`src/rtl/cckb_pkg.sv`:
```
// ----------------------------------------------------------------------------
// cckb_pkg
// shared types, register codes and reset values for the color-key sprite blit
// ----------------------------------------------------------------------------
package cckb_pkg;

    localparam int SIDE_W   = 12;   // screen and sprite sizes, row/column counters
    localparam int POS_W    = 13;   // signed anchor position
    localparam int EDGE_W   = 14;   // signed left edge and top row after alignment
    localparam int PIX_W    = 16;
    localparam int OFF_W    = 22;
    localparam int ALIGN_W  = 2;
    localparam int IDX_W    = 3;
    localparam int CDATA_W  = 16;   // widest configuration register
    localparam int MDATA_W  = 40;   // dest_offset and pixel_out padded to bytes

    localparam int DEF_MAX_SCREEN_SIDE = 2048;
    localparam int DEF_MAX_SPRITE_SIDE = 2048;

    localparam logic [SIDE_W-1:0] RST_SCREEN_WIDTH  = 12'd1024;
    localparam logic [SIDE_W-1:0] RST_SCREEN_HEIGHT = 12'd768;
    localparam logic [PIX_W-1:0]  RST_KEY           = 16'd63519;

    typedef enum logic [IDX_W-1:0] {
        REG_SCREEN_WIDTH  = 3'd0,
        REG_SCREEN_HEIGHT = 3'd1,
        REG_SPRITE_WIDTH  = 3'd2,
        REG_SPRITE_HEIGHT = 3'd3,
        REG_POS_X         = 3'd4,
        REG_POS_Y         = 3'd5,
        REG_ALIGN         = 3'd6,
        REG_KEY           = 3'd7
    } reg_idx_t;

    typedef enum logic [ALIGN_W-1:0] {
        ALIGN_LEFT   = 2'd0,
        ALIGN_CENTRE = 2'd1,
        ALIGN_END    = 2'd2,
        ALIGN_UNUSED = 2'd3
    } align_t;

    // placement of the sprite on the screen, derived from the registers
    typedef struct packed {
        logic [SIDE_W-1:0]        sw;
        logic [SIDE_W-1:0]        sh;
        logic [SIDE_W-1:0]        w;
        logic [SIDE_W-1:0]        h;
        logic signed [EDGE_W-1:0] left;
        logic signed [EDGE_W-1:0] top;    // pos_y + h - 1
        logic [PIX_W-1:0]         key;
    } geom_t;

    // register value limited to the largest supported side
    function automatic logic [SIDE_W-1:0] clamp_side(input logic [SIDE_W-1:0] v,
                                                     input int lim);
        logic [SIDE_W:0] lim_v;
        lim_v = (SIDE_W+1)'(lim);
        return ({1'b0, v} > lim_v) ? lim_v[SIDE_W-1:0] : v;
    endfunction

endpackage

```
`src/rtl/cckb_clip.sv`:
```
// ----------------------------------------------------------------------------
// cckb_clip
// screen position of one sprite pixel and the clip and color-key test
// ----------------------------------------------------------------------------
module cckb_clip
(
    input  cckb_pkg::geom_t                 geom,
    input  logic [cckb_pkg::SIDE_W-1:0]     col,
    input  logic [cckb_pkg::SIDE_W-1:0]     row,
    input  logic [cckb_pkg::PIX_W-1:0]      pixel,
    output logic                            hit,
    output logic [cckb_pkg::SIDE_W-1:0]     sx,
    output logic [cckb_pkg::SIDE_W-1:0]     sy
);

    localparam int SUM_W = cckb_pkg::EDGE_W + 1;

    logic signed [SUM_W-1:0] sx_full;
    logic signed [SUM_W-1:0] sy_full;
    logic                    in_sprite;
    logic                    on_screen;

    assign sx_full = SUM_W'(geom.left) + $signed(SUM_W'(col));
    assign sy_full = SUM_W'(geom.top) - $signed(SUM_W'(row));

    assign in_sprite = (col < geom.w) && (row < geom.h);

    // sign bit clear and below the screen size on both axes
    assign on_screen = !sx_full[SUM_W-1] && !sy_full[SUM_W-1]
                    && (sx_full[SUM_W-2:0] < (SUM_W-1)'(geom.sw))
                    && (sy_full[SUM_W-2:0] < (SUM_W-1)'(geom.sh));

    assign hit = in_sprite && on_screen && (pixel != geom.key);
    assign sx  = sx_full[cckb_pkg::SIDE_W-1:0];
    assign sy  = sy_full[cckb_pkg::SIDE_W-1:0];

endmodule

```
`src/rtl/clipped_color_key_sprite_blit.sv`:
```
// ----------------------------------------------------------------------------
// clipped_color_key_sprite_blit
// color-key sprite blitter with per-pixel clipping to the screen
//
// channel  dir  fields (lowest bit up)                   handshake
// s_*      in   tuser: first; tdata: pixel              s_tvalid/s_tready
// m_*      out  tdata: dest_offset, pixel_out, 2'b0     m_tvalid/m_tready
// cfg_*    in   index, data                              cfg_wr_en, no wait
//
// one pixel per clock while the output is not stalled; three register stages
// (input, clip test, offset multiply-add), which each write passes in that order
// pixels that are clipped or transparent leave the pipe after the clip stage
// reset clears the counters, the pipe and loads the register reset values
// a stalled output holds its stage; earlier stages keep filling into gaps
// ----------------------------------------------------------------------------
module clipped_color_key_sprite_blit
#(
    parameter int MAX_SCREEN_SIDE = cckb_pkg::DEF_MAX_SCREEN_SIDE,
    parameter int MAX_SPRITE_SIDE = cckb_pkg::DEF_MAX_SPRITE_SIDE
)
(
    input  logic                            clk,
    input  logic                            rst_n,

    input  logic                            s_tvalid,
    output logic                            s_tready,
    input  logic [cckb_pkg::PIX_W-1:0]      s_tdata,   // pixel
    input  logic [0:0]                      s_tuser,   // first

    output logic                            m_tvalid,
    input  logic                            m_tready,
    output logic [cckb_pkg::MDATA_W-1:0]    m_tdata,   // dest_offset, pixel_out, pad

    input  logic                            cfg_wr_en,
    input  logic [cckb_pkg::IDX_W-1:0]      cfg_index,
    input  logic [cckb_pkg::CDATA_W-1:0]    cfg_data
);

    localparam int SW = cckb_pkg::SIDE_W;
    localparam int EW = cckb_pkg::EDGE_W;
    localparam int PROD_W = 2 * SW;

    // configuration registers
    logic [SW-1:0]                 screen_width_reg;
    logic [SW-1:0]                 screen_height_reg;
    logic [SW-1:0]                 sprite_width_reg;
    logic [SW-1:0]                 sprite_height_reg;
    logic [cckb_pkg::POS_W-1:0]    pos_x_reg;
    logic [cckb_pkg::POS_W-1:0]    pos_y_reg;
    logic [cckb_pkg::ALIGN_W-1:0]  align_reg;
    logic [cckb_pkg::PIX_W-1:0]    key_reg;

    cckb_pkg::geom_t geom_reg;
    cckb_pkg::geom_t geom_next;
    logic [SW-1:0]   w_now;
    logic signed [EW-1:0] shift;

    // counters
    logic [SW-1:0] col_reg, col_next;
    logic [SW-1:0] row_reg, row_next;
    logic [SW-1:0] col_base, row_base, col_inc;

    // pipe stages
    logic                        s0_valid_reg;
    logic [cckb_pkg::PIX_W-1:0]  s0_pixel_reg;
    logic [SW-1:0]               s0_col_reg;
    logic [SW-1:0]               s0_row_reg;

    logic                        s1_valid_reg;
    logic [cckb_pkg::PIX_W-1:0]  s1_pixel_reg;
    logic [SW-1:0]               s1_sx_reg;
    logic [SW-1:0]               s1_sy_reg;

    logic                        m_valid_reg;
    logic [cckb_pkg::OFF_W-1:0]  m_offset_reg;
    logic [cckb_pkg::PIX_W-1:0]  m_pixel_reg;

    logic          hit;
    logic [SW-1:0] sx, sy;
    logic [PROD_W-1:0] offset_full;

    logic s2_ready, s1_ready, accept;

    // ------------------------------------------------------------------
    // configuration
    // ------------------------------------------------------------------
    always_ff @(posedge clk or negedge rst_n)
    begin
        if (!rst_n)
        begin
            screen_width_reg  <= cckb_pkg::RST_SCREEN_WIDTH;
            screen_height_reg <= cckb_pkg::RST_SCREEN_HEIGHT;
            sprite_width_reg  <= '0;
            sprite_height_reg <= '0;
            pos_x_reg         <= '0;
            pos_y_reg         <= '0;
            align_reg         <= cckb_pkg::ALIGN_LEFT;
            key_reg           <= cckb_pkg::RST_KEY;
        end
        else if (cfg_wr_en)
        begin
            case (cckb_pkg::reg_idx_t'(cfg_index))
                cckb_pkg::REG_SCREEN_WIDTH:  screen_width_reg  <= cfg_data[SW-1:0];
                cckb_pkg::REG_SCREEN_HEIGHT: screen_height_reg <= cfg_data[SW-1:0];
                cckb_pkg::REG_SPRITE_WIDTH:  sprite_width_reg  <= cfg_data[SW-1:0];
                cckb_pkg::REG_SPRITE_HEIGHT: sprite_height_reg <= cfg_data[SW-1:0];
                cckb_pkg::REG_POS_X: pos_x_reg <= cfg_data[cckb_pkg::POS_W-1:0];
                cckb_pkg::REG_POS_Y: pos_y_reg <= cfg_data[cckb_pkg::POS_W-1:0];
                cckb_pkg::REG_ALIGN: align_reg <= cfg_data[cckb_pkg::ALIGN_W-1:0];
                cckb_pkg::REG_KEY:   key_reg   <= cfg_data[cckb_pkg::PIX_W-1:0];
                default: ;
            endcase
        end
    end

    assign w_now = cckb_pkg::clamp_side(sprite_width_reg, MAX_SPRITE_SIDE);

    // placement is first needed one stage after the input register
    always_comb
    begin
        geom_next.sw  = cckb_pkg::clamp_side(screen_width_reg, MAX_SCREEN_SIDE);
        geom_next.sh  = cckb_pkg::clamp_side(screen_height_reg, MAX_SCREEN_SIDE);
        geom_next.w   = w_now;
        geom_next.h   = cckb_pkg::clamp_side(sprite_height_reg, MAX_SPRITE_SIDE);
        geom_next.key = key_reg;
        case (cckb_pkg::align_t'(align_reg))
            cckb_pkg::ALIGN_CENTRE: shift = $signed(EW'(w_now >> 1));
            cckb_pkg::ALIGN_END:    shift = $signed(EW'(w_now));
            default:                shift = '0;
        endcase
        geom_next.left = EW'($signed(pos_x_reg)) - shift;
        geom_next.top  = EW'($signed(pos_y_reg)) + $signed(EW'(geom_next.h))
                       - EW'(1);
    end

    always_ff @(posedge clk)
    begin
        geom_reg <= geom_next;
    end

    // ------------------------------------------------------------------
    // flow control
    // ------------------------------------------------------------------
    assign s2_ready = !m_valid_reg || m_tready;
    assign s1_ready = !s1_valid_reg || s2_ready;
    assign s_tready = !s0_valid_reg || s1_ready;
    assign accept   = s_tvalid && s_tready;

    // ------------------------------------------------------------------
    // row and column counters
    // ------------------------------------------------------------------
    always_comb
    begin
        col_base = s_tuser[0] ? '0 : col_reg;
        row_base = s_tuser[0] ? '0 : row_reg;
        col_inc  = col_base + SW'(1);
        col_next = col_reg;
        row_next = row_reg;
        if (accept)
        begin
            if (col_inc >= w_now)
            begin
                col_next = '0;
                row_next = row_base + SW'(1);
            end
            else
            begin
                col_next = col_inc;
                row_next = row_base;
            end
        end
    end

    always_ff @(posedge clk or negedge rst_n)
    begin
        if (!rst_n)
        begin
            col_reg <= '0;
            row_reg <= '0;
        end
        else
        begin
            col_reg <= col_next;
            row_reg <= row_next;
        end
    end

    // ------------------------------------------------------------------
    // input stage
    // ------------------------------------------------------------------
    always_ff @(posedge clk or negedge rst_n)
    begin
        if (!rst_n)
            s0_valid_reg <= 1'b0;
        else if (s_tready)
            s0_valid_reg <= s_tvalid;
    end

    always_ff @(posedge clk)
    begin
        if (accept)
        begin
            s0_pixel_reg <= s_tdata;
            s0_col_reg   <= col_base;
            s0_row_reg   <= row_base;
        end
    end

    // ------------------------------------------------------------------
    // clip stage
    // ------------------------------------------------------------------
    cckb_clip u_clip
    (
        .geom  (geom_reg),
        .col   (s0_col_reg),
        .row   (s0_row_reg),
        .pixel (s0_pixel_reg),
        .hit   (hit),
        .sx    (sx),
        .sy    (sy)
    );

    always_ff @(posedge clk or negedge rst_n)
    begin
        if (!rst_n)
            s1_valid_reg <= 1'b0;
        else if (s1_ready)
            s1_valid_reg <= s0_valid_reg && hit;
    end

    always_ff @(posedge clk)
    begin
        if (s1_ready && s0_valid_reg)
        begin
            s1_pixel_reg <= s0_pixel_reg;
            s1_sx_reg    <= sx;
            s1_sy_reg    <= sy;
        end
    end

    // ------------------------------------------------------------------
    // offset stage: row * screen_width + column
    // ------------------------------------------------------------------
    assign offset_full = PROD_W'(s1_sy_reg) * PROD_W'(geom_reg.sw) + PROD_W'(s1_sx_reg);

    always_ff @(posedge clk or negedge rst_n)
    begin
        if (!rst_n)
            m_valid_reg <= 1'b0;
        else if (s2_ready)
            m_valid_reg <= s1_valid_reg;
    end

    always_ff @(posedge clk)
    begin
        if (s2_ready && s1_valid_reg)
        begin
            m_offset_reg <= offset_full[cckb_pkg::OFF_W-1:0];
            m_pixel_reg  <= s1_pixel_reg;
        end
    end

    assign m_tvalid = m_valid_reg;
    assign m_tdata  = {2'b00, m_pixel_reg, m_offset_reg};

    // ------------------------------------------------------------------
    // checks
    // ------------------------------------------------------------------
    a_restart: assert property (@(posedge clk) disable iff (!rst_n)
        accept && s_tuser[0] |=> s0_col_reg == '0 && s0_row_reg == '0)
        else $error("first pixel did not restart the counters");

    a_clip_bounds: assert property (@(posedge clk) disable iff (!rst_n)
        s1_valid_reg |-> s1_sx_reg < geom_reg.sw && s1_sy_reg < geom_reg.sh)
        else $error("clipped point passed the clip stage");

    a_no_key: assert property (@(posedge clk) disable iff (!rst_n)
        m_valid_reg |-> m_pixel_reg != geom_reg.key)
        else $error("transparent pixel written");

endmodule

```
`config.mk`:
```
export PLATFORM = sky130hd
export DESIGN_NAME = clipped_color_key_sprite_blit
export DESIGN_NICKNAME = d
export VERILOG_FILES = /design/src/rtl/cckb_pkg.sv /design/src/rtl/cckb_clip.sv /design/src/rtl/clipped_color_key_sprite_blit.sv
export SDC_FILE = /design/constraint.sdc
export NUM_CORES = 1
export LEC_CHECK = 0
export BUFFER_PORTS_ARGS = -buffer_cell sky130_fd_sc_hd__buf_2
export CAP_MARGIN = 40
export CELL_PAD_IN_SITES_DETAIL_PLACEMENT = 0
export CELL_PAD_IN_SITES_GLOBAL_PLACEMENT = 1
export CORE_ASPECT_RATIO = 0.5
export CORE_MARGIN = 4
export CORE_UTILIZATION = 40
export CTS_BUF_LIST = sky130_fd_sc_hd__clkbuf_16
export CTS_CLUSTER_SIZE = 20
export DETAILED_ROUTE_END_ITERATION = 6
export MAX_ROUTING_LAYER = met4
export PLACE_DENSITY = 0.65
export SLEW_MARGIN = 20
export SYNTH_ARGS = -nofsm -noshare
export SYNTH_HDL_FRONTEND = slang
export SYNTH_HIERARCHICAL = 1
export SYNTH_SLANG_ARGS = --single-unit
```
`constraint.sdc`:
```
create_clock -name clk -period 6.65 [get_ports clk]
set_input_delay 0.9975 -clock clk [delete_from_list [all_inputs] [get_ports clk]]
set_output_delay 0.9975 -clock clk [all_outputs]
set_load 0.05 [all_outputs]
```
* After elaboration in Yosys (flattened, before gate mapping)
Index checks and enable logic that the tools add are counted.
Cells by class: $add $sub $neg 8, multiply operators 1, order comparisons 9, equality and inequality tests 10, mux-type cells 7, reductions and logical operators 27
Operator list (number):
- 12-bit two-way mux | 6
- 12-bit > comparator, second input constant | 4
- 14-bit by 12-bit less-than comparator with 1-bit output | 2
- 12-bit by 1-bit adder with 12-bit output, second input constant | 2
- 12-bit less-than comparator | 2
- 12-bit case mux with 2 select lines | 1
- 22-bit by 12-bit adder with 22-bit output | 1
- 12-bit by 12-bit multiplier with 22-bit output | 1
- 16-bit != test | 1
- 2-bit AND reduction | 8
- 14-bit by 13-bit adder with 15-bit output | 1
- 14-bit by 13-bit subtractor with 15-bit output | 1
- 13-bit by 13-bit adder with 14-bit output | 1
- 13-bit by 13-bit subtractor with 14-bit output | 1
- 14-bit by 2-bit subtractor with 14-bit output, second input constant | 1
- 3-bit == test, second input constant | 4
- 12-bit >= comparator | 1
- 1-bit logical AND | 10
- 3-bit by 2-bit == test with 1-bit output, second input constant | 2
- 1-bit logical NOT | 5
- 3-bit by 1-bit == test with 1-bit output, second input constant | 1
- 3-bit logical NOT | 1
- 1-bit logical OR | 3
- 2-bit by 1-bit == test with 1-bit output, second input constant | 1
- 2-bit == test, second input constant | 1
Word-level totals: register bits after elaboration 329, bits of input ports 41, output and inout bits 42, word-level logic and storage cells 90

* Longest topological paths before layout
Gate-level depths: netlist of run 1.
word-level depth 8, gate-level depth with buffers 21, gate-level depth less buffers 20

* Modules after synthesis
The synthesis of run 1 kept the hierarchy.
Modules (own cells, without submodules):
- clipped_color_key_sprite_blit | instances 1, cells an instance 1533, area an instance 17631.9 sq um, seq. area each 8379.3 sq um
- cckb_clip | instances 1, cells an instance 323, area an instance 2419.8 sq um, seq. area each 0.0 sq um

* Worst setup path before layout of run 1
Ideal clock, no wire load.
path type register to register, start register s1_sy_reg[10], end register m_offset_reg[21] in the netlist's numbering, data pin, setup time 0.259 ns, data arrival time 4.825 ns, required time 6.391 ns, slack 1.566 ns, stages on the path, launching flop included 20, buffers on the path 1, period minus slack after synthesis 5.084 ns, cell sequence edfxtp_1 -> clkbuf_1 -> and2_1 -> fa_1 -> inv_1 -> fa_1 -> inv_1 -> fa_1 -> fa_1 -> inv_1 -> fa_1 -> inv_1 -> ha_1 -> nor4_1 -> nand2_1 -> o21a_1 -> a221oi_4 -> o21ai_1 -> a21oi_1 -> xnor2_1
Between the ends: cells in the longest elaborated chain, start to end 2
Ends and longest elaborated chain:
- from (decl) | line clipped_color_key_sprite_blit.sv:72 | logic [SW-1:0] s1_sy_reg;
- from (signal assigned) | line clipped_color_key_sprite_blit.sv:237 | s1_sy_reg <= sy;
- 12-bit by 12-bit multiplier with 22-bit output | line clipped_color_key_sprite_blit.sv:244 | assign offset_full = PROD_W'(s1_sy_reg) * PROD_W'(geom_reg.sw) + PROD_W'(s1_sx_reg);
- 22-bit by 12-bit adder with 22-bit output | line clipped_color_key_sprite_blit.sv:244
- via offset_full[21] | line clipped_color_key_sprite_blit.sv:80 | logic [PROD_W-1:0] offset_full;
- to (signal assigned) | line clipped_color_key_sprite_blit.sv:258 | m_offset_reg <= offset_full[cckb_pkg::OFF_W-1:0];
- to (decl) | line clipped_color_key_sprite_blit.sv:75 | logic [cckb_pkg::OFF_W-1:0] m_offset_reg;
The timed path passes the listed nets, and every way through them passes these cells. A chain may end at the register's enable or synchronous reset.

* Worst setup path after layout of run 1
start register s1_sy_reg[7], end register m_offset_reg[21] in the netlist's numbering, data pin
The elaborated chain is that of the path after synthesis.

==> results of run 1 <==
==> critical path, stage by stage, from the launching register on <==
cell	delay, ns
edfxtp_1	0.57
and2_1	0.24
fa_1	0.53
inv_1	0.05
fa_1	0.50
inv_1	0.06
fa_1	0.51
fa_1	0.51
inv_1	0.06
fa_1	0.52
inv_1	0.04
ha_1	0.24
nor4_1	0.37
nand2_1	0.09
o21a_1	0.21
a221oi_4	0.32
o21ai_1	0.12
a21oi_1	0.18
xnor2_1	0.09
==> Yosys cell counts (36+ instances only) <==
cell type | instances | area share [%]
edfxtp_1 | 118 | 18
ha_1 | 180 | 11
a21oi_1 | 51 | 1.3
xor2_1 | 36 | 1.6
mux2_2 | 88 | 4.9
xnor2_1 | 44 | 1.9
and2_1 | 78 | 2.4
inv_1 | 319 | 6.0
nand2_1 | 149 | 2.8
nor2b_1 | 68 | 2.1
clkbuf_1 | 48 | 0.90
dfrtp_1 | 106 | 13
dfxtp_1 | 92 | 9.2
fa_1 | 114 | 11
o21ai_0 | 36 | 0.90
nor2_1 | 49 | 0.92
==> area by class of cell <==
| cell class | count | area (sq um) | area share, % |
|---|---|---|---|
| inverter | 319 | 1200 | 5.39 |
| timing repair buffer | 93 | 564 | 2.54 |
| sequential | 329 | 8380 | 37.7 |
| tap | 649 | 812 | 3.65 |
| clock buffer | 35 | 876 | 3.94 |
| multi-input combinational | 1151 | 10300 | 46.2 |
| clock inverter | 27 | 141 | 0.636 |
==> stage by stage <==
stage | setup slack (ns) | instance area (sq um) | instances
final | 1.19 | 22200 | 2603
after global routing | 0.838 | 22200 | 2603
after CTS | 1.19 | 22200 | 2602
after detailed placement | 1.20 | 21200 | 2540
after global placement | 1.25 | 21100 | 2534
after floorplan | 1.57 | 20100 | 1857
==> logic make-up after synthesis <==
logic type      count (synthesis)  share of synthesized area (%)
simple gates                  453                           11.6
fa+ha+maj                     294                           22.6
compound gates                229                           8.11
flops                         329                           41.8
buf+inv                       377                           7.13
xor+xnor                       80                           3.49
mux                            93                           5.22
other cells                     1                         0.0187
==> routing by layer <==
metal / wire length, um / GRT usage [%] / vias up
li1: - / - / 6280
met1: 23200 / 25.1 / 6077
met2: 18900 / 25.5 / 133
met3: 1610 / 2.71 / 45
met4: 536 / 2.75 / 0
met5: 0 / - / -
==> worst paths after layout <==
| path | from | endpoint | slack (ns) | depth (start not counted) |
|---|---|---|---|---|
| worst max-delay path | s1_sy_reg[7] | m_offset_reg[21] | 1.19 | 18 |
| worst min-delay path | key_reg[8] | geom_reg[8] | 0.36 | 0 |
| worst max register to register | s1_sy_reg[7] | m_offset_reg[21] | 1.19 | 18 |
| worst min register to register | key_reg[8] | geom_reg[8] | 0.36 | 0 |
| max in group asynchronous | rst_n | screen_width_reg[4] | 5.25 | 2 |
| min in group asynchronous | rst_n | sprite_height_reg[5] | 0.38 | 1 |
==> impl_metrics.py, run 1 <==
metrics = {
    "timing": {
        "clock_skew_ns": 0.0165,
        "worst_slew_pin_slew_ns": 0.793,
        "whs_ns": 0.358,
        "grt_setup_unrepaired": "no",
        "fin_tns_setup_ns": 0,
        "hold_viol": 0,
        "report.final.slew_viol_count": 0,
        "finalSetupViolations": 0,
        "clock.fmax_mhz": 183,
        "period_share_pct": 82.2,
        "min_period_ns": 5.46,
        "max_slew_margin_pct": 47.2,
    },
    "worst_hold_path": {
        "worstHoldPathType": "reg -> reg",
    },
    "global_routing": {
        "grt_pass1_vias": 13000,
        "track_usage_pct": 17.1,
        "grt_overflow": 0,
        "antenna_found_initial": 1,
        "grt_first_pass_wirelength_um": 71700,
        "grt_max_degree": 51,
    },
    "drt": {
        "antenna_left": 0,
        "wl_per_cell_um": 17.0,
        "via_count": 12500,
        "viasPerCell": 4.82,
        "wl_um": 44200,
        "dr.pass1.iters": 6,
        "dr.first_iter.drc_count": 609,
        "drc": 0,
    },
    "critical_path": {
        "crit_fanout": 12,
        "path_class": "reg -> reg",
        "cp-start-kind": "flip-flop",
        "cp-end-kind": "flip-flop",
        "worst_ep_arrival_time_ns": 5.73,
        "critPathRequiredTime_ns": 6.91,
    },
    "cts": {
        "cts_buffer_depth": 3,
        "h-tree-depth": 2,
        "post_cts_resized": 0,
        "cts_tree": "built",
        "ctsHoldBuffers": 0,
        "clk_latency_ns": 0.53,
        "cts_sinks": 329,
        "numCtsBuffers": 34,
        "path_clk_slew_ns": 0.06,
        "post_cts.repair.setup_buffers": 0,
        "cts_root_buffer": "clkbuf_16",
    },
    "final_layout": {
        "final_util_pct": 45.3,
        "nFillCells": 4665,
        "final_cell_mix": "325 x inv_1, 180 x ha_1, 149 x nand2_1, 118 x edfxtp_1, 114 x fa_1",
        "layout-drive-gt1-share_pct": 14.1,
        "largest_reg_flops": 92,
        "final_common_cell": "inv_1",
        "antenna_cells": 0,
        "nets": 2263,
        "area_growth_pct": 10.9,
    },
    "synthesis": {
        "synth.avg_cell_area_sq_um": 10.8,
        "synth_edf_count": 118,
        "yosys_warnings": 6,
        "netlist_area_sq_um": 20100,
        "ys_seq_area_share_pct": 41.8,
        "synth-main-ff-cell": "edfxtp_1",
        "synth_cells": 1856,
        "synth_cell_types": 81,
        "synth-seq-cells": 329,
        "async_flop_share_pct": 36.2,
    },
    "floorplanning": {
        "die-width_um": 325,
        "core.rowCount": 57,
        "coreArea_sq_um": 49100,
        "dieHeight_um": 166,
        "start_util_pct": 40.9,
        "io-pin-count": 83,
        "die_area_sq_um": 54000,
    },
    "outcome": {
        "status": "completed",
    },
    "placement": {
        "portBuffers": 80,
        "post-dp-hpwl_um": 33800,
        "place.gp.congestion": 0.824,
    },
    "flow_run": {
        "maxCapViolCount": 0,
    },
}
Power of run 1 is left out: the tool's default activity adds up to more than one toggle a clock period on the data nets, which glitch-free logic cannot reach.
==> run 2: changes to the inputs <==
Settings changed: PLACE_DENSITY 0.65 to 0.68.
Clock period 6.65 ns to 4.4 ns, I/O delays scaled along.
==> run 2 against run 1 <==
Compared with the run above:
- the flow now finishes with violations (setup timing)
- critical path depth increased by 1
- die area stayed put
- sequential cell count is the same
- via count is 3.7% higher
- sequential share of layout area shrank 2.1 points
- fmax up 6.7%
- final cell count rose by 4.3%
- first-iteration DRC count grew 24%
- count of clock-buffer cells in the layout is 2 higher
- critical path type unchanged
==> impl_metrics.py, run 2 (synthesis gave the netlist of run 1 again) <==
metrics = {
    "outcome": {
        "status": "complete, but fails checks",
        "violations": "setup timing",
    },
    "cts": {
        "numCtsBuffers": 36,
        "path_clk_slew_ns": 0.07,
        "cts_root_buffer": "clkbuf_16",
        "clk_latency_ns": 0.54,
        "h-tree-depth": 2,
        "ctsHoldBuffers": 0,
        "cts_buffer_depth": 3,
        "cts_sinks": 329,
        "cts_tree": "built",
    },
    "timing": {
        "worst_slew_pin_slew_ns": 0.756,
        "period_share_pct": 116,
        "fin_ws_ns": -0.720,
        "report.final.slew_viol_count": 0,
        "clock_skew_ns": 0.0168,
        "max_slew_margin_pct": 49.5,
        "clock.fmax_mhz": 195,
        "grt_setup_unrepaired": "yes",
        "min_period_ns": 5.12,
        "hold_viol": 0,
        "finalSetupViolations": 14,
        "whs_ns": 0.113,
    },
    "drt": {
        "met2_length_um": 19400,
        "wl_um": 44400,
        "wl_met3_um": 1460,
        "met1_length_um": 23000,
        "viasPerCell": 4.79,
        "dr.first_iter.drc_count": 756,
        "dr.pass1.iters": 5,
        "drc": 0,
        "via_count": 13000,
        "routed.top_layer": "met4",
        "wl_per_cell_um": 16.4,
        "antenna_left": 0,
    },
    "floorplanning": {
        "dieHeight_um": 166,
        "die_area_sq_um": 54000,
        "coreArea_sq_um": 49100,
        "start_util_pct": 40.9,
        "io-pin-count": 83,
        "die-width_um": 325,
        "core.rowCount": 57,
    },
    "critical_path": {
        "max_stage_delay_ns": 0.52,
        "worst_ep_arrival_time_ns": 5.40,
        "crit_fanout": 3,
        "path_class": "reg -> reg",
        "crit_top_cell": "fa_1",
        "path_cells": "buf_6 -> and2_4 -> fa_1 -> inv_1 -> fa_2 -> inv_2 -> fa_1 -> fa_1 -> inv_2 -> fa_1 -> inv_2 -> ha_4 -> nor4_4 -> nand2_1 -> o21a_1 -> a221oi_4 -> buf_6 -> o21bai_4 -> xor2_1",
        "cp-end-kind": "flip-flop",
        "critPathRequiredTime_ns": 4.68,
        "cp-start-kind": "flip-flop",
        "cpMaxStageDelayCell": "fa_2",
    },
    "final_layout": {
        "final_common_cell": "inv_1",
        "layout-drive-gt1-share_pct": 22.6,
        "nFillCells": 4562,
        "area_growth_pct": 17.4,
        "antenna_cells": 0,
        "largest_reg_flops": 92,
        "nets": 2373,
        "final_cell_mix": "311 x inv_1, 170 x ha_1, 149 x nand2_1, 118 x edfxtp_1, 110 x fa_1",
    },
    "placement": {
        "place.gp.congestion": 0.843,
        "post-dp-hpwl_um": 34000,
        "preCtsSetupSlack_ns": -0.727,
        "portBuffers": 80,
    },
    "global_routing": {
        "grt_pass1_vias": 13200,
        "grt_max_degree": 78,
        "track_usage_pct": 17.2,
        "grt_first_pass_wirelength_um": 72300,
        "grt_overflow": 0,
        "antenna_found_initial": 5,
    },
    "worst_hold_path": {
        "worstHoldPathType": "in -> async",
    },
    "flow_run": {
        "maxCapViolCount": 0,
    },
}
run 2: through the flow:
step	instances	area, sq um	TNS, ns	util, %
2_1_floorplan	1857	20300	-2.86	-
3_3_place_gp	2627	21900	-6.96	44.7
3_5_place_dp	2632	22000	-7.32	44.9
4_1_cts	2712	23400	-6.65	47.7
5_1_grt	2715	23600	-10.08	48.0
6_report	2715	23600	-6.86	48.0
run 2: final timing paths:
path	start	end	slack (ns)	cells after the start
max	s1_sy_reg[9]	m_offset_reg[17]	-0.72	19
min	rst_n	sprite_height_reg[2]	0.11	1
max reg2reg	s1_sy_reg[9]	m_offset_reg[17]	-0.72	19
min reg2reg	key_reg[9]	geom_reg[9]	0.36	0
max in group asynchronous	rst_n	screen_height_reg[8]	3.41	2
min in group clk	s_tdata[9]	s0_pixel_reg[9]	0.29	1
run 2: cell type report:
| type | instances | area [sq um] | area share, % |
|---|---|---|---|
| Multi-Input combinational cell | 1151 | 10600 | 45.0 |
| Timing Repair Buffer | 201 | 1410 | 6.00 |
| Tap cell | 649 | 812 | 3.45 |
| Clock inverter | 29 | 209 | 0.887 |
| Sequential cell | 329 | 8390 | 35.6 |
| Clock buffer | 37 | 926 | 3.93 |
| Inverter | 319 | 1200 | 5.08 |
run 2: timing repair:
| action | in CTS | in global routing |
|---|---|---|
| resized for setup | 39 | 33 |
| hold endpoints to repair | 0 | 0 |
| setup buffers | 14 | 2 |
| endpoints found under the setup margin | 14 | 17 |
| pin swaps | 37 | 31 |
run 2: per-layer routing:
metal  GRT usage, %  vias to the layer above
met2           25.9                      161
met5              -                        -
met3           2.61                       44
li1               -                     6486
met1           24.8                     6314
met4           2.94                        0
run 2: critical path, delay by kind of cell, from the launching register on:
family | cells | cell delay (ns)
xor+xnor | 1 | 0.16
fa+ha+maj | 6 | 2.69
buf+inv | 6 | 0.50
simple gates | 3 | 0.42
flops | 1 | 0.46
compound gates | 3 | 0.63
Power of run 2 is left out for the same reason.
